===== src/rtl/hrhp_pkg.sv =====
// ----------------------------------------------------------------------------
// HTTP response header parser package
// Character codes, line length limits and the status line prefix.
// ----------------------------------------------------------------------------
`default_nettype none

package hrhp_pkg;

  localparam logic [7:0] CH_CR    = 8'h0D;
  localparam logic [7:0] CH_LF    = 8'h0A;
  localparam logic [7:0] CH_SP    = 8'h20;
  localparam logic [7:0] CH_TILDE = 8'h7E;
  localparam logic [7:0] CH_ZERO  = 8'h30;
  localparam logic [7:0] CH_ONE   = 8'h31;
  localparam logic [7:0] CH_NINE  = 8'h39;

  localparam int unsigned COL_W = 4;
  localparam logic [COL_W-1:0] COL_MAX        = 4'd15;
  localparam logic [COL_W-1:0] COL_VERSION    = 4'd7;
  localparam logic [COL_W-1:0] COL_SP1        = 4'd8;
  localparam logic [COL_W-1:0] COL_CODE_LAST  = 4'd11;
  localparam logic [COL_W-1:0] COL_SP2        = 4'd12;
  localparam logic [COL_W-1:0] STATUS_MIN_COL = 4'd15;

  localparam int unsigned CODE_W = 10;

  function automatic logic [7:0] prefix_char(input logic [2:0] pos);
    logic [7:0] c;
    unique case (pos)
      3'd0:    c = 8'h48;
      3'd1:    c = 8'h54;
      3'd2:    c = 8'h54;
      3'd3:    c = 8'h50;
      3'd4:    c = 8'h2F;
      3'd5:    c = 8'h31;
      3'd6:    c = 8'h2E;
      default: c = 8'h00;
    endcase
    return c;
  endfunction

endpackage

`default_nettype wire


===== src/rtl/hrhp_in_if.sv =====
// ----------------------------------------------------------------------------
// HTTP response header parser input channel
// Valid/ready channel carrying one received byte per item.
// ----------------------------------------------------------------------------
`default_nettype none

interface hrhp_in_if;
  logic       valid;
  logic       ready;
  logic [7:0] data_byte;
  logic       new_response;

  modport source (output valid, output data_byte, output new_response, input ready);
  modport sink   (input valid, input data_byte, input new_response, output ready);
endinterface

`default_nettype wire


===== src/rtl/hrhp_out_if.sv =====
// ----------------------------------------------------------------------------
// HTTP response header parser result channel
// Valid/ready channel carrying one classified byte per item.
// ----------------------------------------------------------------------------
`default_nettype none

interface hrhp_out_if;
  logic       valid;
  logic       ready;
  logic [7:0] out_byte;
  logic       is_body;
  logic       line_end;
  logic       headers_done;
  logic       parse_error;
  logic       minor_version;
  logic [9:0] status_code;

  modport source (output valid, output out_byte, output is_body, output line_end,
                  output headers_done, output parse_error, output minor_version,
                  output status_code, input ready);
  modport sink   (input valid, input out_byte, input is_body, input line_end,
                  input headers_done, input parse_error, input minor_version,
                  input status_code, output ready);
endinterface

`default_nettype wire


===== src/rtl/http_response_header_parser.sv =====
// Result valid rises in the cycle after an input item is accepted.
// Throughput: one byte per cycle while the result side takes each item; the
// per-byte state update (phase, column, status code accumulator) is combinational.
// Input ready stays high while the result register is empty or being taken.
// Reset: synchronous active-low rst_n returns to the status line phase and
// empties the result register.
// ----------------------------------------------------------------------------
// HTTP response header parser
// Checks the status line and header lines byte by byte, captures version
// and status code, and marks body bytes.
// ----------------------------------------------------------------------------
`default_nettype none

module http_response_header_parser
  import hrhp_pkg::*;
(
  input  wire          clk,
  input  wire          rst_n,
  hrhp_in_if.sink      in_if,
  hrhp_out_if.source   out_if
);

  typedef enum logic [1:0] {
    PH_STATUS  = 2'd0,
    PH_HEADERS = 2'd1,
    PH_BODY    = 2'd2,
    PH_ERROR   = 2'd3
  } phase_t;

  phase_t             phase_r, phase_nxt;
  logic [COL_W-1:0]   column_r, column_nxt;
  logic               prev_cr_r, prev_cr_nxt;
  logic               prev_sp_r, prev_sp_nxt;
  logic               line_bad_r, line_bad_nxt;
  logic [CODE_W-1:0]  code_r, code_nxt;
  logic               ver_r, ver_nxt;

  logic               out_valid_r;
  logic [7:0]         out_byte_r;
  logic               is_body_r, is_body_nxt;
  logic               line_end_r, line_end_nxt;
  logic               hdone_r, hdone_nxt;
  logic               error_r;
  logic               minor_r;
  logic [CODE_W-1:0]  status_r;

  phase_t             ph_c;
  logic [COL_W-1:0]   col_c;
  logic               prev_cr_c, prev_sp_c, line_bad_c;
  logic [CODE_W-1:0]  code_c;
  logic               ver_c;
  logic [7:0]         b;
  logic               accept;
  logic               line_ok;
  logic               shown;

  assign b           = in_if.data_byte;
  assign in_if.ready = !out_valid_r || out_if.ready;
  assign accept      = in_if.valid && in_if.ready;

  always_comb begin
    if (in_if.new_response) begin
      ph_c       = PH_STATUS;
      col_c      = '0;
      prev_cr_c  = 1'b0;
      prev_sp_c  = 1'b0;
      line_bad_c = 1'b0;
      code_c     = '0;
      ver_c      = 1'b0;
    end else begin
      ph_c       = phase_r;
      col_c      = column_r;
      prev_cr_c  = prev_cr_r;
      prev_sp_c  = prev_sp_r;
      line_bad_c = line_bad_r;
      code_c     = code_r;
      ver_c      = ver_r;
    end

    phase_nxt    = ph_c;
    column_nxt   = col_c;
    prev_cr_nxt  = prev_cr_c;
    prev_sp_nxt  = prev_sp_c;
    line_bad_nxt = line_bad_c;
    code_nxt     = code_c;
    ver_nxt      = ver_c;
    is_body_nxt  = 1'b0;
    line_end_nxt = 1'b0;
    hdone_nxt    = 1'b0;
    line_ok      = 1'b0;

    unique case (ph_c)
      PH_BODY: begin
        is_body_nxt = 1'b1;
      end
      PH_STATUS, PH_HEADERS: begin
        if (b == CH_LF) begin
          line_ok = !line_bad_c && prev_cr_c;
          if (ph_c == PH_STATUS) begin
            line_ok = line_ok && (col_c >= STATUS_MIN_COL) && !prev_sp_c;
          end
          if (line_ok) begin
            line_end_nxt = 1'b1;
            if (ph_c == PH_STATUS) begin
              phase_nxt = PH_HEADERS;
            end else if (col_c == COL_W'(1)) begin
              hdone_nxt = 1'b1;
              phase_nxt = PH_BODY;
            end
          end else begin
            phase_nxt = PH_ERROR;
          end
          column_nxt   = '0;
          prev_cr_nxt  = 1'b0;
          prev_sp_nxt  = 1'b0;
          line_bad_nxt = 1'b0;
        end else begin
          if (ph_c == PH_STATUS) begin
            if (prev_cr_c) begin
              line_bad_nxt = 1'b1;
            end
            if (b != CH_CR) begin
              priority if (col_c < COL_VERSION) begin
                if (b != prefix_char(col_c[2:0])) line_bad_nxt = 1'b1;
              end else if (col_c == COL_VERSION) begin
                if (b == CH_ZERO || b == CH_ONE) ver_nxt = b[0];
                else line_bad_nxt = 1'b1;
              end else if (col_c == COL_SP1) begin
                if (b != CH_SP) line_bad_nxt = 1'b1;
              end else if (col_c <= COL_CODE_LAST) begin
                if (b >= CH_ZERO && b <= CH_NINE) begin
                  code_nxt = {code_c[CODE_W-4:0], 3'b000} + {code_c[CODE_W-2:0], 1'b0}
                             + CODE_W'(b[3:0]);
                end else begin
                  line_bad_nxt = 1'b1;
                end
              end else if (col_c == COL_SP2) begin
                if (b != CH_SP || code_c == '0) line_bad_nxt = 1'b1;
              end else begin
                if (b < CH_SP || b > CH_TILDE) line_bad_nxt = 1'b1;
              end
            end
          end else if ((b < CH_SP && b != CH_CR) || b > CH_TILDE) begin
            line_bad_nxt = 1'b1;
          end
          prev_cr_nxt = (b == CH_CR);
          if (b != CH_CR) begin
            prev_sp_nxt = (b == CH_SP);
          end
          if (col_c < COL_MAX) begin
            column_nxt = col_c + COL_W'(1);
          end
        end
      end
      default: begin
      end
    endcase

    shown = (phase_nxt == PH_HEADERS) || (phase_nxt == PH_BODY);
  end

  always_ff @(posedge clk) begin
    if (!rst_n) begin
      phase_r     <= PH_STATUS;
      column_r    <= '0;
      prev_cr_r   <= 1'b0;
      prev_sp_r   <= 1'b0;
      line_bad_r  <= 1'b0;
      code_r      <= '0;
      ver_r       <= 1'b0;
      out_valid_r <= 1'b0;
    end else begin
      if (accept) begin
        phase_r     <= phase_nxt;
        column_r    <= column_nxt;
        prev_cr_r   <= prev_cr_nxt;
        prev_sp_r   <= prev_sp_nxt;
        line_bad_r  <= line_bad_nxt;
        code_r      <= code_nxt;
        ver_r       <= ver_nxt;
        out_valid_r <= 1'b1;
      end else if (out_if.ready) begin
        out_valid_r <= 1'b0;
      end
    end
  end

  always_ff @(posedge clk) begin
    if (accept) begin
      out_byte_r <= b;
      is_body_r  <= is_body_nxt;
      line_end_r <= line_end_nxt;
      hdone_r    <= hdone_nxt;
      error_r    <= (phase_nxt == PH_ERROR);
      minor_r    <= shown ? ver_nxt : 1'b0;
      status_r   <= shown ? code_nxt : '0;
    end
  end

  assign out_if.valid         = out_valid_r;
  assign out_if.out_byte      = out_byte_r;
  assign out_if.is_body       = is_body_r;
  assign out_if.line_end      = line_end_r;
  assign out_if.headers_done  = hdone_r;
  assign out_if.parse_error   = error_r;
  assign out_if.minor_version = minor_r;
  assign out_if.status_code   = status_r;

endmodule

`default_nettype wire


===== src/flat_wrapper.sv =====
// flat-port wrapper written by rule: the top's interface ports become plain ports
module http_response_header_parser_flat import hrhp_pkg::*;
  (clk, rst_n, in_if_valid, in_if_data_byte, in_if_new_response, in_if_ready, out_if_valid, out_if_out_byte, out_if_is_body, out_if_line_end, out_if_headers_done, out_if_parse_error, out_if_minor_version, out_if_status_code, out_if_ready);
  hrhp_in_if in_if_i ();
  hrhp_out_if out_if_i ();
  input  wire clk;
  input  wire rst_n;
  input wire logic [$bits(in_if_i.valid)-1:0] in_if_valid;
  input wire logic [$bits(in_if_i.data_byte)-1:0] in_if_data_byte;
  input wire logic [$bits(in_if_i.new_response)-1:0] in_if_new_response;
  output wire logic [$bits(in_if_i.ready)-1:0] in_if_ready;
  output wire logic [$bits(out_if_i.valid)-1:0] out_if_valid;
  output wire logic [$bits(out_if_i.out_byte)-1:0] out_if_out_byte;
  output wire logic [$bits(out_if_i.is_body)-1:0] out_if_is_body;
  output wire logic [$bits(out_if_i.line_end)-1:0] out_if_line_end;
  output wire logic [$bits(out_if_i.headers_done)-1:0] out_if_headers_done;
  output wire logic [$bits(out_if_i.parse_error)-1:0] out_if_parse_error;
  output wire logic [$bits(out_if_i.minor_version)-1:0] out_if_minor_version;
  output wire logic [$bits(out_if_i.status_code)-1:0] out_if_status_code;
  input wire logic [$bits(out_if_i.ready)-1:0] out_if_ready;
  assign in_if_i.valid = in_if_valid;
  assign in_if_i.data_byte = in_if_data_byte;
  assign in_if_i.new_response = in_if_new_response;
  assign in_if_ready = in_if_i.ready;
  assign out_if_valid = out_if_i.valid;
  assign out_if_out_byte = out_if_i.out_byte;
  assign out_if_is_body = out_if_i.is_body;
  assign out_if_line_end = out_if_i.line_end;
  assign out_if_headers_done = out_if_i.headers_done;
  assign out_if_parse_error = out_if_i.parse_error;
  assign out_if_minor_version = out_if_i.minor_version;
  assign out_if_status_code = out_if_i.status_code;
  assign out_if_i.ready = out_if_ready;
  http_response_header_parser u_core (.clk(clk), .rst_n(rst_n), .in_if(in_if_i), .out_if(out_if_i));
endmodule

===== config.mk =====
export PLATFORM = sky130hd
export DESIGN_NAME = http_response_header_parser_flat
export DESIGN_NICKNAME = d
export VERILOG_FILES = /design/src/rtl/hrhp_pkg.sv /design/src/rtl/hrhp_in_if.sv /design/src/rtl/hrhp_out_if.sv /design/src/rtl/http_response_header_parser.sv /design/src/flat_wrapper.sv
export SDC_FILE = /design/constraint.sdc
export NUM_CORES = 1
export LEC_CHECK = 0
export ABC_CLOCK_PERIOD_IN_PS = 5100
export BUFFER_PORTS_ARGS = -buffer_cell sky130_fd_sc_hd__buf_4
export CAP_MARGIN = 30
export CELL_PAD_IN_SITES_DETAIL_PLACEMENT = 0
export CELL_PAD_IN_SITES_GLOBAL_PLACEMENT = 1
export CORE_MARGIN = 4
export CORE_UTILIZATION = 48
export DETAILED_ROUTE_END_ITERATION = 7
export PLACE_DENSITY_LB_ADDON = 0.12
export RECOVER_POWER = 25
export SLEW_MARGIN = 20
export SYNTH_ARGS = -nofsm -noshare
export SYNTH_HDL_FRONTEND = slang
export SYNTH_SLANG_ARGS = --single-unit

===== constraint.sdc =====
create_clock -name clk -period 5.1 [get_ports clk]
set_clock_uncertainty 0.05 [all_clocks]
set_input_delay 0.765 -clock clk [delete_from_list [all_inputs] [get_ports clk]]
set_output_delay 0.765 -clock clk [all_outputs]
set_load 0.05 [all_outputs]

==> impl_metrics.py, run 1 <==
metrics = {
    "global_routing": {
        "grt_pass1_wl_um": 12000,
        "antenna_found_initial": 0,
        "grt_max_degree": 33,
        "grt-ovfl-total": 0,
        "grt_pass1_vias": 2343,
        "grt.total_usage_pct": 20.4,
    },
    "critical_path": {
        "r2r_cells": 10,
        "required_ns": 5.10,
        "r2r_end": "u_core.out_if.status_code[8]",
        "reg2reg_from": "u_core.code_r[0]",
        "rrSetupSlack_ns": 1.98,
        "cp-end-kind": "flop",
        "path_max_fanout": 27,
        "worstSetupStartpointType": "input port",
        "arrival_ns": 3.41,
        "crit_type": "input port to flop",
    },
    "clock_network": {
        "cts_tree": "built",
        "cts_root_buffer": "clkbuf_8",
        "ctsHoldBuffers": 0,
        "cts_buffer_depth": 2,
        "ctsResizeCount": 0,
        "path_clk_slew_ns": 0.09,
        "cts_made_buffers": 5,
        "cts_setup_buffers": 0,
        "htreeDepth": 2,
        "cts.sinks": 44,
        "clk-insertion-delay-late_ns": 0.30,
    },
    "synth": {
        "synth_cell_types": 69,
        "yosysSeqAreaShare_pct": 37.4,
        "ys_dominant_reg_cell": "edfxtp_1",
        "syn_inst": 327,
        "ys_warn_count": 0,
        "ys_ff_latch": 44,
        "synth.cell_area_um2": 2970,
        "synth_edf_count": 23,
        "syn_nets": 360,
        "async_flop_share_pct": 0,
        "syn_area_per_cell_um2": 9.08,
    },
    "power": {
        "power_leakage_uw": 0.00121,
        "vdd_drop_max_uv": 135,
        "pwr_density_cell_nw_per_um2": 238,
    },
    "floorplan": {
        "coreArea_um2": 5960,
        "start_util_pct": 49.8,
        "die_h_um": 86.6,
        "die_w_um": 86.6,
        "core.rowCount": 28,
        "die_area_um2": 7500,
        "num_io_pins": 38,
    },
    "cells_and_area": {
        "diodes": 0,
        "fillers": 573,
        "drive_gt1_share_pct": 9.19,
        "layoutNonFillerInstCount": 434,
        "nets": 391,
        "syn2layout_area_growth_pct": 11.3,
        "finish.utilization_pct": 55.4,
        "layout_commonest_cell": "nand2_1",
        "layout_common_cells": "nand2_1 (31), nor2_1 (29), edfxtp_1 (23)",
        "fin_area_um2": 3300,
    },
    "drt": {
        "wire_per_inst_um": 17.3,
        "drtIter0Drc": 156,
        "drtPass1Iterations": 5,
        "antenna_left": 0,
        "postRouteWirelength_um": 7510,
        "vias_per_cell": 6.00,
        "vias": 2605,
        "drc": 0,
    },
    "timing": {
        "clock.fmax_mhz": 293,
        "slew_headroom_pct": 58.4,
        "slew_violations": 0,
        "period_share_pct": 66.9,
        "rsz0062_at_grt": "false",
        "fin_crit_ns": 3.41,
        "max_slew.worst_pin.slew_ns": 0.619,
        "finalSetupViolations": 0,
        "hold_viol_final": 0,
        "fin_tns_setup_ns": 0,
    },
    "placed_design": {
        "post-dp-hpwl_um": 5570,
        "place_congestion": 0.902,
        "place_inst": 426,
        "placedInstanceArea_um2": 3270,
        "io_buffers": 37,
    },
    "hold_path": {
        "hold_end": "u_core.prev_sp_r",
        "min_from": "u_core.prev_sp_r",
        "holdPathStages": 2,
        "worstHoldPathType": "flop to flop",
    },
    "job": {
        "max_cap_viol_count": 0,
    },
    "outcome": {
        "status": "finished clean",
    },
}
-- per-layer routing --
| layer | vias up | global-route usage, % | wire, um |
|---|---|---|---|
| li1 | 1263 | - | - |
| met1 | 1249 | 29.9 | 3580 |
| met2 | 84 | 31.7 | 3370 |
| met3 | 9 | 3.23 | 468 |
| met4 | 0 | 4.11 | 85 |
| met5 | - | 0 | 0 |
-- cell type report --
type                       instances  area (um2)  area share [%]
inverter                          18        67.6            2.05
multi-input combinational        251        1710            51.8
sequential                        44        1110            33.6
tap                               75        93.8            2.84
timing repair buffer              38         203            6.14
clock inverter                     3        46.3            1.40
clock buffer                       5        68.8            2.08
-- how the worst max path moves through the flow --
| stage | startpoint | to | slack, ns | cells past startpoint |
|---|---|---|---|---|
| floorplan | in_if_new_response | u_core.out_if.status_code[8] | 1.54 | 13 |
| global placement | in_if_new_response | u_core.out_if.status_code[8] | 1.41 | 11 |
| detailed placement | in_if_new_response | u_core.out_if.status_code[8] | 1.40 | 11 |
| CTS | in_if_new_response | u_core.out_if.status_code[8] | 1.72 | 11 |
| global route | in_if_new_response | u_core.out_if.status_code[8] | 1.51 | 11 |
| finish | in_if_new_response | u_core.out_if.status_code[8] | 1.69 | 11 |
-- Yosys cell counts (all sizes together), types with 5 or more instances --
| cell type | number | area share [%] |
|---|---|---|
| nand2 | 31 | 3.9 |
| nor2 | 30 | 4.0 |
| edfxtp | 23 | 23 |
| dfxtp | 21 | 14 |
| a21oi | 19 | 3.6 |
| ha | 19 | 8.0 |
| inv | 15 | 1.9 |
| o21ai | 15 | 2.5 |
| nand3 | 14 | 2.8 |
| nor2b | 14 | 3.0 |
| clkbuf | 9 | 1.1 |
| nor3 | 9 | 1.7 |
| xnor2 | 8 | 2.4 |
| nand2b | 6 | 1.5 |
| a21boi | 5 | 1.3 |
| and2 | 5 | 1.1 |
| buf | 5 | 1.5 |
-- flip-flops by register name, indices dropped and copies added, names as in the netlist --
register,count
u_core.out_if.minor_version,1
u_core.phase_r,2
u_core.line_bad_r,1
u_core.out_if.status_code,10
u_core.out_if.out_byte,8
u_core.out_if.is_body,1
u_core.prev_sp_r,1
u_core.out_if.parse_error,1
u_core.prev_cr_r,1
u_core.out_if.headers_done,1
u_core.column_r,4
u_core.code_r,10
u_core.ver_r,1
u_core.out_if.line_end,1
u_core.out_if.valid,1
-- power by group --
part / internal (uW) / leakage (uW) / switching (uW)
Combinational: 29.3 / 0.000758 / 86.4
Clock: 148 / 0.0000548 / 133
Sequential: 384 / 0.000399 / 5.73
Total: 561 / 0.00121 / 225
-- metrics by stage --
step                      power [uW]  setup slack [ns]  hold slack (ns)
after global routing             815              1.51            0.461
after CTS                        795              1.72            0.431
after global placement           521              1.41            0.418
after detailed placement         521              1.40            0.418
after floorplan                  479              1.54            0.395
final                            786              1.69            0.438
-- cells by family after synthesis --
group,Yosys count,share of synthesized area [%]
AO/OA/AOI/OAI,81,19.4
buffers and inverters,32,4.89
flip-flops,44,37.4
AND/OR/NAND/NOR,136,25.3
multiplexers,3,1.05
XOR/XNOR,11,3.25
adder cells (fa/ha/maj),20,8.68
-- critical path: stages --
cell	delay (ns)
buf_4	0.21
nor2b_1	0.39
xnor2_1	0.13
ha_1	0.31
inv_1	0.06
fa_1	0.44
nand2b_1	0.15
a21boi_0	0.25
o21ai_0	0.17
a311oi_1	0.39
o21ai_1	0.13
Power figures use the tool's default switching activity.
==> inputs of run 2 (changes only) <==
ABC_CLOCK_PERIOD_IN_PS = 3300   (was 5100)
CORE_UTILIZATION = 44   (was 48)
clock period = 3.3 ns   (was 5.1 ns; I/O delays follow)
==> impl_metrics.py, run 2 (synthesis results as in run 1) <==
metrics = {
    "critical_path": {
        "critical_path.most_common_cell": "inv_1",
        "max_stage_delay_ns": 0.44,
        "cp_slowest_cell": "fa_1",
        "worst-path-buf-inv": 3,
        "cp-end-kind": "flop",
        "r2r_cells": 11,
        "cpLargestDelayFamily": "compound AO/OA/AOI/OAI gates",
        "crit_type": "input port to flop",
        "cp_cell_sequence": "clkbuf_1, inv_1, xnor2_1, ha_1, inv_1, fa_1, nand2b_1, a21boi_0, o21ai_0, a311oi_1, o21ai_1",
        "worstSetupStartpointType": "input port",
        "required_ns": 3.31,
        "crit_cells": 11,
        "arrival_ns": 3.00,
        "path_max_fanout": 7,
    },
    "clock_network": {
        "cts_buffer_depth": 2,
        "path_clk_slew_ns": 0.09,
        "ctsHoldBuffers": 0,
        "ctsResizeCount": 0,
        "htreeDepth": 2,
        "clk-insertion-delay-late_ns": 0.31,
        "cts_root_buffer": "clkbuf_8",
        "cts.sinks": 44,
        "cts_setup_buffers": 0,
        "cts_made_buffers": 5,
        "cts_tree": "built",
    },
    "placed_design": {
        "place_congestion": 0.914,
        "io_buffers": 37,
        "placedInstanceArea_um2": 3350,
        "post-dp-hpwl_um": 5890,
        "place_ws_ns": 0.205,
    },
    "timing": {
        "clock.fmax_mhz": 334,
        "setup_slack_ns": 0.307,
        "period_share_pct": 90.7,
        "slew_headroom_pct": 59.3,
        "holdWs_ns": 0.375,
        "finalSetupViolations": 0,
        "hold_viol_final": 0,
        "fin_crit_ns": 2.99,
        "slew_violations": 0,
        "rsz0062_at_grt": "false",
        "max_slew.worst_pin.slew_ns": 0.612,
        "fin_tns_setup_ns": 0,
    },
    "power": {
        "clkPwrFrac_pct": 31.1,
        "vdd_drop_max_uv": 144,
        "pwr_density_cell_nw_per_um2": 341,
        "power_leakage_uw": 0.00124,
        "switching_share_pct": 30.7,
        "intPower_uw": 792,
        "p_comb_share_pct": 16.1,
        "seq_power_share_pct": 52.8,
        "power.switching_uw": 351,
    },
    "floorplan": {
        "start_util_pct": 46.0,
        "num_io_pins": 38,
        "coreArea_um2": 6460,
        "die_w_um": 90.1,
        "die_area_um2": 8120,
        "die_h_um": 90.1,
        "core.rowCount": 29,
    },
    "global_routing": {
        "grt_max_degree": 32,
        "grt-ovfl-total": 0,
        "grt.total_usage_pct": 19.8,
        "grt_pass1_wl_um": 12900,
        "antenna_found_initial": 0,
        "grt_pass1_vias": 2488,
    },
    "cells_and_area": {
        "diodes": 0,
        "nets": 401,
        "drive_gt1_share_pct": 11.4,
        "layout_commonest_cell": "nand2_1",
        "finish.utilization_pct": 51.9,
        "layout_common_cells": "nand2_1 (31), nor2_1 (29), buf_4 (25)",
        "fin_area_um2": 3350,
        "syn2layout_area_growth_pct": 13.0,
    },
    "drt": {
        "antenna_left": 0,
        "postRouteWirelength_um": 7900,
        "wire_per_inst_um": 17.7,
        "drtIter0Drc": 201,
        "vias": 2606,
        "drc": 0,
        "vias_per_cell": 5.84,
        "drtPass1Iterations": 4,
    },
    "hold_path": {
        "holdPathStages": 3,
        "worstHoldPathType": "input port to flop",
    },
    "job": {
        "max_cap_viol_count": 0,
    },
    "outcome": {
        "status": "finished clean",
    },
}
-- run 2: metrics by stage --
stage               instances  power, uW
detailed placement        438        812
finish                    446       1140
floorplan                 327        740
global route              446       1190
CTS                       446       1160
global placement          438        811
-- run 2: worst paths after layout --
check | end | startpoint | slack [ns]
max | u_core.out_if.status_code[8] | in_if_data_byte[3] | 0.31
min | u_core.out_if.valid | in_if_valid | 0.38
max reg2reg | u_core.out_if.status_code[8] | u_core.code_r[0] | 0.40
min reg2reg | u_core.prev_sp_r | u_core.prev_sp_r | 0.43
-- run 2: routing by layer --
layer	wire, um	global-route usage, %	vias to the layer above	share of wire, %
li1	-	-	1280	-
met2	3190	27.4	105	40
met5	0	0	-	0
met1	4040	29.4	1208	51
met4	174	8.67	0	2.2
met3	485	4.01	13	6.1
-- run 2: cell type report --
| cell class | instances | area (um2) |
|---|---|---|
| Sequential cell | 44 | 1110 |
| Clock buffer | 5 | 68.8 |
| Tap cell | 77 | 96.3 |
| Timing Repair Buffer | 48 | 274 |
| Inverter | 18 | 67.6 |
| Clock inverter | 3 | 23.8 |
| Multi-Input combinational cell | 251 | 1710 |
| Fill cell | 620 | 3110 |
-- run 2: worst register-to-register path: stages, from the launching register on --
cell and delay, ns:
dfxtp_1 0.43, nor2b_1 0.23, buf_4 0.16, and2_1 0.13, ha_1 0.16, inv_1 0.05
fa_1 0.39, nand2b_1 0.15, a21boi_0 0.23, o21ai_0 0.14, a311oi_1 0.39, o21ai_1 0.13
-- run 2: power groups by stage --
stage | Clock, uW | Sequential (uW) | Combinational (uW)
final | 355 | 603 | 184
after global routing | 382 | 606 | 197
after CTS | 362 | 603 | 197
after detailed placement | 0 | 616 | 196
after global placement | 0 | 615 | 195
after floorplan | 0 | 667 | 73.0
==> inputs of run 3 (changes only) <==
ABC_AREA = 1   (was default)
CORE_UTILIZATION = 43   (was 44)
==> impl_metrics.py, run 3 <==
metrics = {
    "cells_and_area": {
        "syn2layout_area_growth_pct": 13.4,
        "fillers": 714,
        "diodes": 0,
        "multi_input_area_um2": 1660,
        "regArea_um2": 1110,
        "layout_commonest_cell": "nand2_1",
        "drive_gt1_share_pct": 15.2,
        "layout_common_cells": "nand2_1 (93), inv_1 (48), nor2_1 (44)",
        "nets": 487,
    },
    "clock_network": {
        "cts_tree": "built",
        "path_clk_slew_ns": 0.08,
        "ctsHoldBuffers": 0,
        "htreeDepth": 2,
        "cts_root_buffer": "clkbuf_8",
        "cts_buffer_depth": 2,
        "cts.sinks": 44,
        "clk-insertion-delay-late_ns": 0.30,
        "cts_made_buffers": 5,
        "cts_setup_buffers": 0,
        "ctsResizeCount": 0,
    },
    "drt": {
        "wire_per_inst_um": 13.9,
        "drtIter0Drc": 154,
        "drc": 0,
        "antenna_left": 0,
        "postRouteWirelength_um": 7640,
        "drtPass1Iterations": 4,
        "vias": 2694,
        "vias_per_cell": 4.89,
    },
    "hold_path": {
        "holdPathStages": 1,
        "worstHoldPathType": "input port to flop",
    },
    "global_routing": {
        "grt_max_degree": 32,
        "grt-ovfl-total": 0,
        "grt_pass1_vias": 2524,
        "grt_pass1_wl_um": 12700,
        "antenna_found_initial": 0,
        "grt.total_usage_pct": 18.4,
    },
    "synth": {
        "yosysTopAreaCellShare_pct": 22.5,
        "yosysSeqAreaShare_pct": 36.2,
        "synth.area.mux_share_pct": 0,
        "synth_cell_types": 43,
        "synthTopCellsByArea": "edfxtp_1 (23%), dfxtp_1 (14%), nand2_1 (11%)",
        "syn_area_per_cell_um2": 7.40,
        "synth_compound_area_share_pct": 14.1,
        "synth_area_leader_cell": "edfxtp_1",
        "yosys-top-cells-count": "nand2_1 (92), inv_1 (48), nor2_1 (44)",
        "syn_inst": 414,
        "synth_edf_count": 23,
        "yosysMostFrequentCell": "nand2_1",
        "synth-xor-area-share_pct": 2.57,
        "ys_dominant_reg_cell": "edfxtp_1",
        "synth.cell_area_um2": 3070,
        "synth_fa_ha_area_share_pct": 8.41,
        "ys_warn_count": 0,
        "syn_nets": 447,
        "async_flop_share_pct": 0,
        "synth-simple-area-share_pct": 29.3,
        "ys_ff_latch": 44,
        "synth_top_family_by_area": "simple AND/OR/NAND/NOR gates",
    },
    "critical_path": {
        "r2r_cells": 17,
        "required_ns": 3.39,
        "crit_type": "input port to flop",
        "cp-end-kind": "flop",
        "arrival_ns": 2.87,
        "worstSetupStartpointType": "input port",
        "path_max_fanout": 9,
    },
    "floorplan": {
        "die_w_um": 92.4,
        "coreArea_um2": 6870,
        "num_io_pins": 38,
        "start_util_pct": 44.6,
        "die_area_um2": 8540,
        "die_h_um": 92.4,
        "core.rowCount": 30,
    },
    "timing": {
        "slew_violations": 0,
        "fin_crit_ns": 2.77,
        "hold_viol_final": 0,
        "finalSetupViolations": 0,
        "max_slew.worst_pin.slew_ns": 0.806,
        "clock.fmax_mhz": 360,
        "fin_tns_setup_ns": 0,
        "slew_headroom_pct": 46.3,
        "period_share_pct": 84.1,
        "rsz0062_at_grt": "false",
        "setup_slack_ns": 0.525,
    },
    "power": {
        "vdd_drop_max_uv": 235,
        "power_leakage_uw": 0.00166,
        "pwr_density_cell_nw_per_um2": 364,
    },
    "outcome": {
        "status": "finished clean",
    },
    "placed_design": {
        "io_buffers": 37,
        "post-dp-hpwl_um": 5890,
        "place_congestion": 0.906,
        "place_ws_ns": 0.181,
    },
    "job": {
        "max_cap_viol_count": 0,
    },
}
## run 3: changes by cell type in the layout (fill, tap and decap cells not counted), moves of 8 or more
cell     before  now
nor2_1       29   44
inv_2         0   14
nand2_1      31   93
xnor2_1       8    0
nand3_1      13   24
nor2b_1      14    0
a21oi_1      18   34
inv_1        15   48
## run 3: layout make-up
| type | count | share of cell area (%) |
|---|---|---|
| multi-input combinational | 297 | 47.9 |
| sequential | 44 | 32.0 |
| timing repair buffer | 42 | 7.34 |
| inverter | 64 | 6.98 |
| tap | 96 | 3.45 |
| clock buffer | 6 | 2.09 |
| clock inverter | 2 | 0.324 |
## run 3: where the power goes
part           switching, uW  internal [uW]  total, uW
registers               17.6            609        627
clock network            190            147        337
logic                    217           86.5        304
total                    425            843       1270
## run 3: cell families after synthesis
logic type,after synthesis
buf+inv,73
xor+xnor,9
compound gates,76
simple gates,192
fa+ha+maj,20
flops,44
## run 3: metrics by stage
stage | std cells | util (%) | instance area [um2] | power (uW) | hold slack [ns]
after global placement | 543 | 50.3 | 3460 | 952 | 0.409
after floorplan | 414 | - | 3070 | 860 | 0.394
after global routing | 551 | 50.6 | 3480 | 1340 | 0.418
after CTS | 551 | 51.5 | 3540 | 1290 | 0.340
final | 551 | 50.6 | 3480 | 1270 | 0.405
after detailed placement | 543 | 50.3 | 3460 | 953 | 0.417
## run 3: per-layer routing
layer  part of all wire (%)  GRT usage, %
met5                      0             0
met4                   0.80          3.84
met3                    4.7          3.17
met2                     42          26.8
met1                     53          28.3
## run 3: worst paths after layout
path                                       end                from  slack, ns
setup / recovery   u_core.out_if.minor_version  in_if_new_response       0.53
hold / removal       u_core.out_if.out_byte[6]  in_if_data_byte[6]       0.41
setup reg to reg  u_core.out_if.status_code[8]    u_core.code_r[0]       0.55
hold reg to reg              u_core.line_bad_r   u_core.line_bad_r       0.44
## run 3: worst max-delay path: stages
cell	delay (ns)
buf_4	0.12
inv_4	0.10
nand2_1	0.14
inv_1	0.14
ha_1	0.18
inv_1	0.06
nor2_1	0.17
a21oi_1	0.09
nor2_1	0.16
inv_2	0.06
nor3_2	0.17
a21o_1	0.12
inv_1	0.05
ha_1	0.31
clkinv_1	0.29
a21oi_1	0.22
